==> src/sv/two_button_chord_detector_assert.svh <==
// Assertion macros shared by the chord detector RTL.
`ifndef TWO_BUTTON_CHORD_DETECTOR_ASSERT_SVH
`define TWO_BUTTON_CHORD_DETECTOR_ASSERT_SVH

// Same-cycle implication, checked out of reset.
`define TBCD_ASSERT_NOW(lbl, clk, rst_n, ante, cons, msg) \
	lbl: assert property (@(posedge clk) disable iff (!rst_n) (ante) |-> (cons)) \
		else $error(msg);

// Next-cycle implication, checked out of reset.
`define TBCD_ASSERT_NEXT(lbl, clk, rst_n, ante, cons, msg) \
	lbl: assert property (@(posedge clk) disable iff (!rst_n) (ante) |=> (cons)) \
		else $error(msg);

`endif

==> src/sv/tbcd_pkg.sv <==
// Types and constants for the two-button chord detector.
package tbcd_pkg;

	localparam int unsigned TimeW   = 32;
	localparam int unsigned CfgW    = 16;
	localparam int unsigned CfgIdxW = 8;
	localparam int unsigned InDataW = 40;
	localparam int unsigned OutDataW = 8;

	typedef enum logic [1:0] {
		PH_IDLE    = 2'd0,
		PH_ARMED   = 2'd1,
		PH_LATCHED = 2'd2,
		PH_LOCKOUT = 2'd3
	} phase_t;

	typedef enum logic [CfgIdxW-1:0] {
		REG_HOLD_TIME    = 8'd0,
		REG_LOCKOUT_TIME = 8'd1,
		REG_PAIR_TIME    = 8'd2,
		REG_STALE_TIME   = 8'd3
	} reg_idx_t;

	localparam logic [CfgW-1:0] HoldTimeRst    = 16'd500;
	localparam logic [CfgW-1:0] LockoutTimeRst = 16'd200;
	localparam logic [CfgW-1:0] PairTimeRst    = 16'd80;
	localparam logic [CfgW-1:0] StaleTimeRst   = 16'd1000;

	typedef struct packed {
		logic [CfgW-1:0] hold_time;
		logic [CfgW-1:0] release_lockout_time;
		logic [CfgW-1:0] pair_window_time;
		logic [CfgW-1:0] stale_turn_time;
	} cfg_t;

	typedef struct packed {
		phase_t           chord_phase;
		logic [TimeW-1:0] phase_since;
		logic             held_prev;
		logic             held_next;
		logic [TimeW-1:0] held_since;
	} state_t;

	typedef struct packed {
		logic             func;
		logic             left_down;
		logic             right_down;
		logic [TimeW-1:0] now_time;
		logic             turn_prev;
		logic             turn_next;
		logic             from_chord_button;
	} item_t;

	typedef struct packed {
		logic emit_next;
		logic emit_prev;
		logic fired;
		logic holds_input;
	} result_t;

endpackage

==> src/sv/tbcd_step.sv <==
// Next-state and result logic for one word of the chord detector.
module tbcd_step (
	input  tbcd_pkg::state_t  state,
	input  tbcd_pkg::cfg_t    cfg,
	input  tbcd_pkg::item_t   item,
	output tbcd_pkg::state_t  state_nxt,
	output tbcd_pkg::result_t res
);
	import tbcd_pkg::*;

	logic [TimeW-1:0] phase_age;
	logic [TimeW-1:0] held_age;
	logic             both;
	logic             either;
	logic             released;

	assign phase_age = item.now_time - state.phase_since;
	assign held_age  = item.now_time - state.held_since;
	assign both      = item.left_down & item.right_down;
	assign either    = item.left_down | item.right_down;

	always_comb begin
		state_nxt = state;
		res       = '0;
		released  = 1'b0;
		if (!item.func) begin
			case (state.chord_phase)
				PH_IDLE: begin
					if (both) begin
						state_nxt.chord_phase = PH_ARMED;
						state_nxt.phase_since = item.now_time;
						res.holds_input       = 1'b1;
					end
				end
				PH_ARMED: begin
					if (!both) begin
						state_nxt.chord_phase = PH_IDLE;
					end else begin
						res.holds_input = 1'b1;
						if (phase_age >= {{(TimeW-CfgW){1'b0}}, cfg.hold_time}) begin
							res.fired             = 1'b1;
							state_nxt.held_prev   = 1'b0;
							state_nxt.held_next   = 1'b0;
							state_nxt.chord_phase = PH_LATCHED;
							state_nxt.phase_since = item.now_time;
						end
					end
				end
				PH_LATCHED: begin
					res.holds_input = 1'b1;
					if (!either) begin
						state_nxt.chord_phase = PH_LOCKOUT;
						state_nxt.phase_since = item.now_time;
					end
				end
				PH_LOCKOUT: begin
					if (either) begin
						state_nxt.phase_since = item.now_time;
					end else if (phase_age >=
							{{(TimeW-CfgW){1'b0}}, cfg.release_lockout_time}) begin
						state_nxt.chord_phase = PH_IDLE;
					end
				end
				default: begin
					state_nxt.chord_phase = PH_IDLE;
				end
			endcase
		end else begin
			// Age out or release a pending turn first; a stale drop wins.
			if (state.held_prev || state.held_next) begin
				if (held_age >= {{(TimeW-CfgW){1'b0}}, cfg.stale_turn_time}) begin
					state_nxt.held_prev = 1'b0;
					state_nxt.held_next = 1'b0;
				end else if (held_age >= {{(TimeW-CfgW){1'b0}}, cfg.pair_window_time}) begin
					res.emit_prev       = state.held_prev;
					res.emit_next       = state.held_next;
					state_nxt.held_prev = 1'b0;
					state_nxt.held_next = 1'b0;
					released            = 1'b1;
				end
			end
			if (!released && (item.turn_prev || item.turn_next)) begin
				if (!item.from_chord_button) begin
					res.emit_prev = item.turn_prev;
					res.emit_next = item.turn_next;
				end else if (state.chord_phase != PH_ARMED &&
						state.chord_phase != PH_LATCHED) begin
					state_nxt.held_prev  = item.turn_prev;
					state_nxt.held_next  = item.turn_next;
					state_nxt.held_since = item.now_time;
				end
			end
		end
	end

endmodule

==> src/sv/two_button_chord_detector.sv <==
// Two-button chord detector with page-turn filter: top level.
// A word accepted on the input is registered in stage 1, then processed
// and moved into the result register, which drives the master side.
// Throughput: one word per cycle unless the sink holds off; the input and
// result registers form a two-stage pipe; the update is subtract and compare.
// Reset (arst_n low, asynchronous): phase idle, timestamps zero, no held turn,
// registers back to 500 / 200 / 80 / 1000 ms, both stages empty.
module two_button_chord_detector (
	input  logic                              clk,
	input  logic                              arst_n,
	// configuration write channel
	input  logic                              cfg_valid,
	output logic                              cfg_ready,
	input  logic [tbcd_pkg::CfgIdxW-1:0]      cfg_index,
	input  logic [tbcd_pkg::CfgW-1:0]         cfg_data,
	// input word stream
	input  logic                              s_axis_tvalid,
	output logic                              s_axis_tready,
	// tdata, low bit up: left_down, right_down, now_time[31:0], turn_prev,
	// turn_next, from_chord_button, three zero bits
	input  logic [tbcd_pkg::InDataW-1:0]      s_axis_tdata,
	// tuser: func (0 button sample, 1 page-turn request)
	input  logic                              s_axis_tuser,
	// result word stream
	output logic                              m_axis_tvalid,
	input  logic                              m_axis_tready,
	// tdata, low bit up: holds_input, fired, emit_prev, emit_next, four zero bits
	output logic [tbcd_pkg::OutDataW-1:0]     m_axis_tdata
);
	import tbcd_pkg::*;

	`include "two_button_chord_detector_assert.svh"

	cfg_t    cfg_q;
	state_t  state_q;
	state_t  state_nxt;
	item_t   item_s1;
	logic    valid_s1;
	result_t res_s1;
	result_t res_s2;
	logic    valid_s2;
	logic    advance;

	// Configuration is always taken; unknown indexes are dropped.
	assign cfg_ready = 1'b1;

	always_ff @(posedge clk or negedge arst_n) begin
		if (!arst_n) begin
			cfg_q.hold_time            <= HoldTimeRst;
			cfg_q.release_lockout_time <= LockoutTimeRst;
			cfg_q.pair_window_time     <= PairTimeRst;
			cfg_q.stale_turn_time      <= StaleTimeRst;
		end else if (cfg_valid && cfg_ready) begin
			case (cfg_index)
				REG_HOLD_TIME:    cfg_q.hold_time            <= cfg_data;
				REG_LOCKOUT_TIME: cfg_q.release_lockout_time <= cfg_data;
				REG_PAIR_TIME:    cfg_q.pair_window_time     <= cfg_data;
				REG_STALE_TIME:   cfg_q.stale_turn_time      <= cfg_data;
				default: begin
				end
			endcase
		end
	end

	// Stage 1 moves into the result register when that register is free or
	// being drained this cycle; the input side refills behind it.
	assign advance       = valid_s1 && (!valid_s2 || m_axis_tready);
	assign s_axis_tready = !valid_s1 || advance;

	always_ff @(posedge clk or negedge arst_n) begin
		if (!arst_n) begin
			valid_s1 <= 1'b0;
		end else if (s_axis_tready) begin
			valid_s1 <= s_axis_tvalid;
		end
	end

	// Unpack the incoming word; payload needs no reset.
	always_ff @(posedge clk) begin
		if (s_axis_tvalid && s_axis_tready) begin
			item_s1.func              <= s_axis_tuser;
			item_s1.left_down         <= s_axis_tdata[0];
			item_s1.right_down        <= s_axis_tdata[1];
			item_s1.now_time          <= s_axis_tdata[33:2];
			item_s1.turn_prev         <= s_axis_tdata[34];
			item_s1.turn_next         <= s_axis_tdata[35];
			item_s1.from_chord_button <= s_axis_tdata[36];
		end
	end

	tbcd_step u_step (
		.state     (state_q),
		.cfg       (cfg_q),
		.item      (item_s1),
		.state_nxt (state_nxt),
		.res       (res_s1)
	);

	// Chord and held-turn state: advance once per word as it leaves stage 1.
	always_ff @(posedge clk or negedge arst_n) begin
		if (!arst_n) begin
			state_q.chord_phase <= PH_IDLE;
			state_q.phase_since <= '0;
			state_q.held_prev   <= 1'b0;
			state_q.held_next   <= 1'b0;
			state_q.held_since  <= '0;
		end else if (advance) begin
			state_q <= state_nxt;
		end
	end

	// Result register: hold the word until the sink takes it.
	always_ff @(posedge clk or negedge arst_n) begin
		if (!arst_n) begin
			valid_s2 <= 1'b0;
		end else if (advance) begin
			valid_s2 <= 1'b1;
		end else if (m_axis_tready) begin
			valid_s2 <= 1'b0;
		end
	end

	always_ff @(posedge clk) begin
		if (advance) begin
			res_s2 <= res_s1;
		end
	end

	assign m_axis_tvalid = valid_s2;
	assign m_axis_tdata  = {{(OutDataW-4){1'b0}}, res_s2};

	// A fired chord always swallows the sample that fired it.
	`TBCD_ASSERT_NOW(a_fire_swallows, clk, arst_n, valid_s2 && res_s2.fired, res_s2.holds_input, "fired without holds_input")
	// Button and turn results never mix in one word.
	`TBCD_ASSERT_NOW(a_no_mixed_result, clk, arst_n, valid_s2 && (res_s2.holds_input || res_s2.fired), !res_s2.emit_prev && !res_s2.emit_next, "button and turn flags in one result")
	// Firing latches the chord and clears any pending turn.
	`TBCD_ASSERT_NEXT(a_fire_latches, clk, arst_n, advance && res_s1.fired, state_q.chord_phase == PH_LATCHED && !state_q.held_prev && !state_q.held_next, "fire did not latch and clear")
	// Back-pressure on the input only while both stages are occupied.
	`TBCD_ASSERT_NOW(a_stall_needs_word, clk, arst_n, !s_axis_tready, valid_s1 && valid_s2, "input stalled with a free stage")

endmodule

==> config.mk <==
export PLATFORM = sky130hd
export DESIGN_NAME = two_button_chord_detector
export DESIGN_NICKNAME = d
export VERILOG_FILES = /design/src/sv/tbcd_pkg.sv /design/src/sv/tbcd_step.sv /design/src/sv/two_button_chord_detector.sv
export VERILOG_INCLUDE_DIRS = /design/src /design/src/sv
export SDC_FILE = /design/constraint.sdc
export NUM_CORES = 1
export LEC_CHECK = 0
export BUFFER_PORTS_ARGS = -buffer_cell sky130_fd_sc_hd__buf_2
export CELL_PAD_IN_SITES_DETAIL_PLACEMENT = 1
export CELL_PAD_IN_SITES_GLOBAL_PLACEMENT = 2
export CORE_MARGIN = 5
export CORE_UTILIZATION = 43
export CTS_CLUSTER_SIZE = 30
export DETAILED_ROUTE_END_ITERATION = 12
export PLACE_DENSITY = 0.85
export SLEW_MARGIN = 20
export SYNTH_ARGS = -nofsm -noshare
export SYNTH_HDL_FRONTEND = slang
export SYNTH_SLANG_ARGS = --single-unit
==> constraint.sdc <==
create_clock -name clk -period 13.7 [get_ports clk]
set_input_delay 2.74 -clock clk [delete_from_list [all_inputs] [get_ports clk]]
set_output_delay 2.74 -clock clk [all_outputs]
set_load 0.02 [all_outputs]
==> impl_results.md, run 1 <==
* Post-synthesis cell type count at 79
* Largest net degree at the start of global routing at 78
* CTS tree: built
* Most frequent cells in the layout: inv_1, ha_1, dfrtp_1
* CTS H-tree lvls at 4
* Die Ht at 178 um
* Reg area at 4640 um2
* DR top layer: met4
* Die ar. at 31800 um2
* Top_reg_cell synth: dfrtp_1
* Final net count at 1499
* Fin area at 13500 um2
* Yosys reg bits at 176
* First-pass GRT wire length at 50.3 mm
* Hold Slack at 0.483 ns
* Routed Antenna Nets at 0
* CTS Hold Bufs at 0
* HP Class: register to register
* FILL cells at 3185
* Placed Area at 12800 um2
* Cell Area, Synth at 12200 um2
* Area occupied by multi-input gates at 6810 um2
* Wirelength per Cell at 18.2 um
* IO Pins at 81
* Vias/cell at 5.45
* Post-CTS Setup Inserts at 0
* Initial DRC count at 368
* Post-route minimum period at 5.96 ns
* Vias in the first global route at 9635
* Place WS at 7.74 ns
* Final wirelength at 30.7 mm
* Clock sink count at 176
* Aggregate global-route resource usage at 20.0%
* CP Launch Type: primary input
* Grt ovf at 0
* Bufs on Longest Clock Path at 2
* Yosys warns at 0
* R2R Setup Slk at 8.19 ns
* Post-cts repair resize count at 0
* Kind of critical path: primary input to primary output
* Diodes inserted at 0
* # rows at 61
* VDD IR max at 110 uV
* Leakage at 6.05 nW
* Total of max-cap violations at 0
* Avg Inst Size Synth at 9.84 um2
* Final Util at 48.3%
* Placer Congestion at 0.863
* Met1 WL at 15.5 mm
* Fraction of layout cells with a size suffix above 1 at 17.4%
* Pwr/cell area at 229 nW/um2
* Met2 routed WL at 14.1 mm
* Max_slew headroom at 29.9%
* Commonest non-fill, non-tap cell in the layout: inv_1
* Initial Util at 43.7%
* RSZ-0062 raised after global routing: no
* Post-synthesis sequential area ratio at 38.1%
* Endpoint class of the critical path: primary output
* CP arrival at 3.22 ns
* Final Cycle Share at 43.5%
* Number of enable flip-flop cells after synthesis at 42
* Worst-case clock skew at 0.0178 ns
* Detailed placement HPWL at 24.1 mm
* Via count at 9200
* WP data required at 10.96 ns
* Clock root cell: clkbuf_16
* Max-slew violations at 0
* Initial antenna violation count at 0
* Crit Path Max Fanout at 3
* Clock insertion delay at the later pin of the skew report at 0.45 ns
* Final count of negative-setup-slack endpoints at 0
* DRC Markers at 0
* PnR worst setup slack at 7.74 ns
* Clk slew on worst S/H paths at 0.07 ns
* Cts bufs inserted at 17
* DR pass1 iterations at 4
* FMAX at 168 MHz
* I/O Buffers at 72
* Setup tns final at 0 ns
* Core Box Area at 27900 um2
* Final hold viol count at 0
* Least-Margin Pin Slew at 1.04 ns
* Die X at 178 um
* Area growth from synthesis to layout at 10.5%
* Met3 Wirelength at 789 um
* FFs w/ async S/R, synth at 76.1%
* Post-Synthesis Cells at 1238
* Status: finished clean
stage by stage:
stage / instances / power (W)
floorplan: 1241 / 0.00209
global placement: 1656 / 0.00251
detailed placement: 1656 / 0.00259
CTS: 1688 / 0.00312
global route: 1688 / 0.00338
finish: 1688 / 0.00309
worst max-delay path, cell delays in order:
cell	delay, ns
buf_2	0.10
nand3b_1	0.19
buf_2	0.19
synthesized netlist by cell type, drive strengths merged, types with 3 or more instances:
cell,instances,area share (%)
inv,145,4.5
ha,130,13
dfrtp,117,24
mux2,112,10
nand2,95,2.9
a21oi,94,3.9
o21ai,63,2.7
nor2,55,1.7
edfxtp,42,10
xnor2,30,2.2
clkbuf,27,0.83
a21o,26,1.6
nand3,24,0.99
xor2,20,1.4
nand4,19,0.98
dfstp,17,3.7
o21a,17,1.0
nand2b,16,0.82
a211oi,15,0.97
nor3,15,0.62
o211ai,15,0.92
a31oi,13,0.79
buf,11,0.86
and3,9,0.46
nor2b,9,0.46
and2,8,0.41
nand3b,7,0.43
nor4,7,0.61
mux2i,6,0.49
o21bai,5,0.31
a211o,4,0.29
a311oi,4,0.29
o21ba,4,0.33
a2111oi,3,0.22
a21boi,3,0.22
o2111ai,3,0.27
o221ai,3,0.27
o2bb2ai,3,0.22
o31ai,3,0.30
power by group:
| group | total, W | internal [W] | leakage [nW] | switching (W) |
|---|---|---|---|---|
| logic | 0.00185 | 0.000744 | 3.74 | 0.00111 |
| clock network | 0.000506 | 0.000275 | 0.287 | 0.000230 |
| registers | 0.000731 | 0.000661 | 2.03 | 0.0000693 |
area by class of cell:
cell class	instances	share of cell area (%)
Clock inverter	14	1.25
Inverter	145	4.05
Tap cell	378	3.52
Multi-Input combinational cell	882	50.6
Timing Repair Buffer	75	2.92
Clock buffer	18	3.19
Sequential cell	176	34.5
registers in the layout, summed over array words and instances, names as in the netlist, named ones only:
signal	cells
state_q	67
valid_s1	1
m_axis_tvalid	1
item_s1	38
cfg_q	64
m_axis_tdata	4
worst paths after layout:
check                         startpoint            end  cells past startpoint
setup / recovery           m_axis_tready  s_axis_tready                      3
max in group asynchronous         arst_n    state_q[26]                      2
hold / removal                  valid_s1  m_axis_tvalid                      1
setup reg to reg              item_s1[3]     state_q[0]                     17
hold reg to reg                 valid_s1  m_axis_tvalid                      1
min in group asynchronous         arst_n      cfg_q[49]                      1
routing by layer:
layer / up-vias / track usage, %
met5: - / 0
met3: 24 / 2.95
met1: 4572 / 29.3
met2: 85 / 31.5
li1: 4519 / -
met4: 0 / 4.29
logic make-up (layout without fill, tap and decap cells):
| kind of cell | count (synthesis) | after routing | share of synthesized area (%) |
|---|---|---|---|
| multiplexers | 118 | 118 | 10.9 |
| buffers and inverters | 183 | 252 | 6.17 |
| adder cells (fa/ha/maj) | 132 | 132 | 13.7 |
| AO/OA/AOI/OAI | 299 | 299 | 16.2 |
| AND/OR/NAND/NOR | 278 | 278 | 11.4 |
| flip-flops | 176 | 176 | 38.1 |
| other | 2 | 5 | 0.0617 |
| XOR/XNOR | 50 | 50 | 3.60 |
Power figures use the tool's default switching activity.
==> run 2, diff against run 1 <==
- CORE_UTILIZATION: 43 -> 40
- PLACE_DENSITY: 0.85 -> 0.8
- clock period: 13.7 -> 5.8 ns (I/O delays scaled with it)
==> run 2 against run 1 <==
Net effect: clock skew is 0.0026 ns lower; wire length up 1.5%; cell area grew 0.11%; sequential cell count stayed put; power up 140%; count of clock-buffer cells in the layout grew 2; clock power is 130% higher; non-clock buffer count is 1 higher; global-route usage is 0.96 points lower; via count is 0.75% lower; sequential power up 140%; cell count is 0.77% higher; largest cell class unchanged.
==> impl_results.md, run 2 (synthesized netlist as in run 1, its figures left out) <==
* FMAX at 195 MHz
* Aggregate global-route resource usage at 19.0% (was 20.0%)
* Final net count at 1500 (was 1499)
* Largest net degree at the start of global routing at 90 (was 78)
* Pint at 0.00395 W (was 0.00168 W)
* DR pass1 iterations at 4 (unchanged)
* Max_slew headroom at 27.6% (was 29.9%)
* Post-CTS Setup Inserts at 0 (unchanged)
* Via count at 9131 (was 9200)
* WP data required at 6.14 ns (was 10.96 ns)
* Status: finished clean (unchanged)
* Initial Util at 40.8% (was 43.7%)
* DRC Markers at 0 (unchanged)
* Post-cts repair resize count at 0 (unchanged)
* Die Ht at 184 um (was 178 um)
* Die X at 184 um (was 178 um)
* Final Cycle Share at 88.6%
* Pwr/cell area at 541 nW/um2 (was 229 nW/um2)
* Reg2Reg Capture Point: state_q[42] (was state_q[0])
* RSZ-0062 raised after global routing: no (unchanged)
* Max-slew violations at 0 (unchanged)
* CP startpoint: item_s1[3] (was m_axis_tready)
* Placer Congestion at 0.824 (was 0.863)
* R2R Setup Slk at 0.66 ns (was 8.19 ns)
* Crit-path max cell delay at 0.42 ns (was 0.19 ns)
* Routed Antenna Nets at 0 (unchanged)
* Clock sink count at 176 (unchanged)
* Most frequent cells in the layout: inv_1, ha_1, dfrtp_1 (unchanged)
* Setup tns final at 0 ns (unchanged)
* Fraction of layout cells with a size suffix above 1 at 17.4% (about the same)
* Finished Layout Cells at 1701 (was 1688)
* Worst-case clock skew at 0.0152 ns (was 0.0178 ns)
* Worst path cell trace: inv_1, ha_1, inv_1, fa_1, a21o_1, a221o_1, a21o_1, a21oi_1, xnor2_1, ha_1, a21o_1, a21oi_1, o21ai_0, a211o_1, a21oi_1, o21bai_1, a311oi_1, nand4_1, nor4_4, o31ai_4, buf_4, mux2_1 (was buf_2, nand3b_1, buf_2)
* Kind of critical path: register to register (was primary input to primary output)
* Total of max-cap violations at 0 (unchanged)
* Clock power frac at 15.9% (was 16.4%)
* Sw Share at 45.8% (was 45.6%)
* Crit Path Max Fanout at 32 (was 3)
* CP Launch Type: register (was primary input)
* Final hold viol count at 0 (unchanged)
* Top Registers: state_q: 67 flops, cfg_q: 64 flops, item_s1: 38 flops (unchanged)
* Post-Place Cells at 1669 (was 1656)
* VDD IR max at 280 uV (was 110 uV)
* Area growth from synthesis to layout at 10.6% (was 10.5%)
* Final count of negative-setup-slack endpoints at 0 (unchanged)
* CTS tree: built (unchanged)
* HP Class: register to register (unchanged)
* Wirelength per Cell at 18.3 um (was 18.2 um)
* FILL cells at 3358 (was 3185)
* Commonest non-fill, non-tap cell in the layout: inv_1 (unchanged)
* Endpoint class of the critical path: register (was primary output)
* CTS Hold Bufs at 0 (unchanged)
* Slowest stage cell, crit path: edfxtp_1 (was nand3b_1)
* Initial antenna violation count at 0 (unchanged)
* Vias in the first global route at 9786 (was 9635)
* CTS H-tree lvls at 4 (unchanged)
* Most flops, register: state_q (unchanged)
* Vias/cell at 5.37 (was 5.45)
* CP arrival at 5.47 ns (was 3.22 ns)
* P_sw at 0.00333 W (was 0.00141 W)
* Cts bufs inserted at 17 (unchanged)
* R2r worst-path depth at 22 (was 17)
* Hold Slack at 0.487 ns (was 0.483 ns)
* Clock root cell: clkbuf_16 (unchanged)
* Clk slew on worst S/H paths at 0.08 ns (was 0.07 ns)
* Die ar. at 34000 um2 (was 31800 um2)
* Post-route minimum period at 5.14 ns
* IO Pins at 81 (unchanged)
* Combinational group share of total power at 60.4% (was 59.9%)
* First-pass GRT wire length at 51.4 mm (was 50.3 mm)
* Diodes inserted at 0 (unchanged)
* FF-to-FF Start: item_s1[3] (unchanged)
* Leakage at 6.06 nW (was 6.05 nW)
* Least-Margin Pin Slew at 1.08 ns (was 1.04 ns)
* I/O Buffers at 72 (unchanged)
* Setup crit end: state_q[42] (was s_axis_tready)
* Bufs on Longest Clock Path at 2 (unchanged)
* Max FFs per register at 67 (unchanged)
* Initial DRC count at 306 (was 368)
* Detailed placement HPWL at 24.7 mm (was 24.1 mm)
* Core Box Area at 29900 um2 (was 27900 um2)
* # rows at 63 (was 61)
* Final wirelength at 31.2 mm (was 30.7 mm)
* Power share of the sequential group at 23.7% (about the same)
* Grt ovf at 0 (unchanged)
* Clock insertion delay at the later pin of the skew report at 0.46 ns (was 0.45 ns)
==> run 2: cell count changes in the layout (fill, tap and decap cells not counted), sizes merged <==
cell,before,now
buf,75,76
bufinv,2,1
clkbuf,18,20
clkinv,2,3
clkinvlp,2,1
inv,153,152
==> run 2: area by class of cell <==
cell class | instances | area, um2 | area share [%]
timing repair buffer | 76 | 409 | 3.04
multi-input combinational | 882 | 6810 | 50.6
tap | 390 | 488 | 3.62
inverter | 145 | 544 | 4.04
clock inverter | 12 | 123 | 0.911
sequential | 176 | 4640 | 34.4
clock buffer | 20 | 458 | 3.40
==> run 2: worst max-delay path: cells and delay by family, from the launching register on <==
family                     cells  cell delay (ns)
AOI/OAI and AO/OA             12             2.30
xor gates and xnor gates       1             0.18
adders and majority gates      3             0.79
buffers and inverters          3             0.41
DFF                            1             0.42
muxes                          1             0.36
and+or+nand+nor                2             0.52
==> run 2: power groups by stage <==
stage / registers [W] / clock network [W] / logic, W
floorplan: 0.00170 / 0 / 0.00323
global placement: 0.00173 / 0 / 0.00426
detailed placement: 0.00175 / 0 / 0.00437
CTS: 0.00173 / 0.00120 / 0.00443
global route: 0.00176 / 0.00126 / 0.00496
finish: 0.00173 / 0.00116 / 0.00440
==> run 2: worst min-delay path by stage <==
| stage | from | slack [ns] | end | cells after the start |
|---|---|---|---|---|
| floorplan | valid_s1 | 0.46 | m_axis_tvalid | 1 |
| global placement | state_q[42] | 0.47 | state_q[42] | 1 |
| detailed placement | state_q[47] | 0.48 | state_q[47] | 1 |
| CTS | state_q[47] | 0.49 | state_q[47] | 1 |
| global route | state_q[47] | 0.50 | state_q[47] | 1 |
| finish | state_q[47] | 0.49 | state_q[47] | 1 |
==> run 2: per-stage QoR <==
stage	setup WS [ns]	instance area, um2	utilization (%)	power (W)
floorplan	1.49	12200	-	0.00493
global placement	0.744	12900	43.1	0.00599
detailed placement	0.671	12900	43.1	0.00613
CTS	0.626	13500	45.1	0.00736
global route	0.306	13500	45.1	0.00798
finish	0.664	13500	45.1	0.00728
==> run 2: per-layer routing <==
metal	vias to the layer above	share of wire, %	GRT usage (%)
met4	0	0.99	4.61
li1	4510	-	-
met3	14	1.9	2.88
met2	79	46	30.4
met5	-	0	0
met1	4528	51	27.2
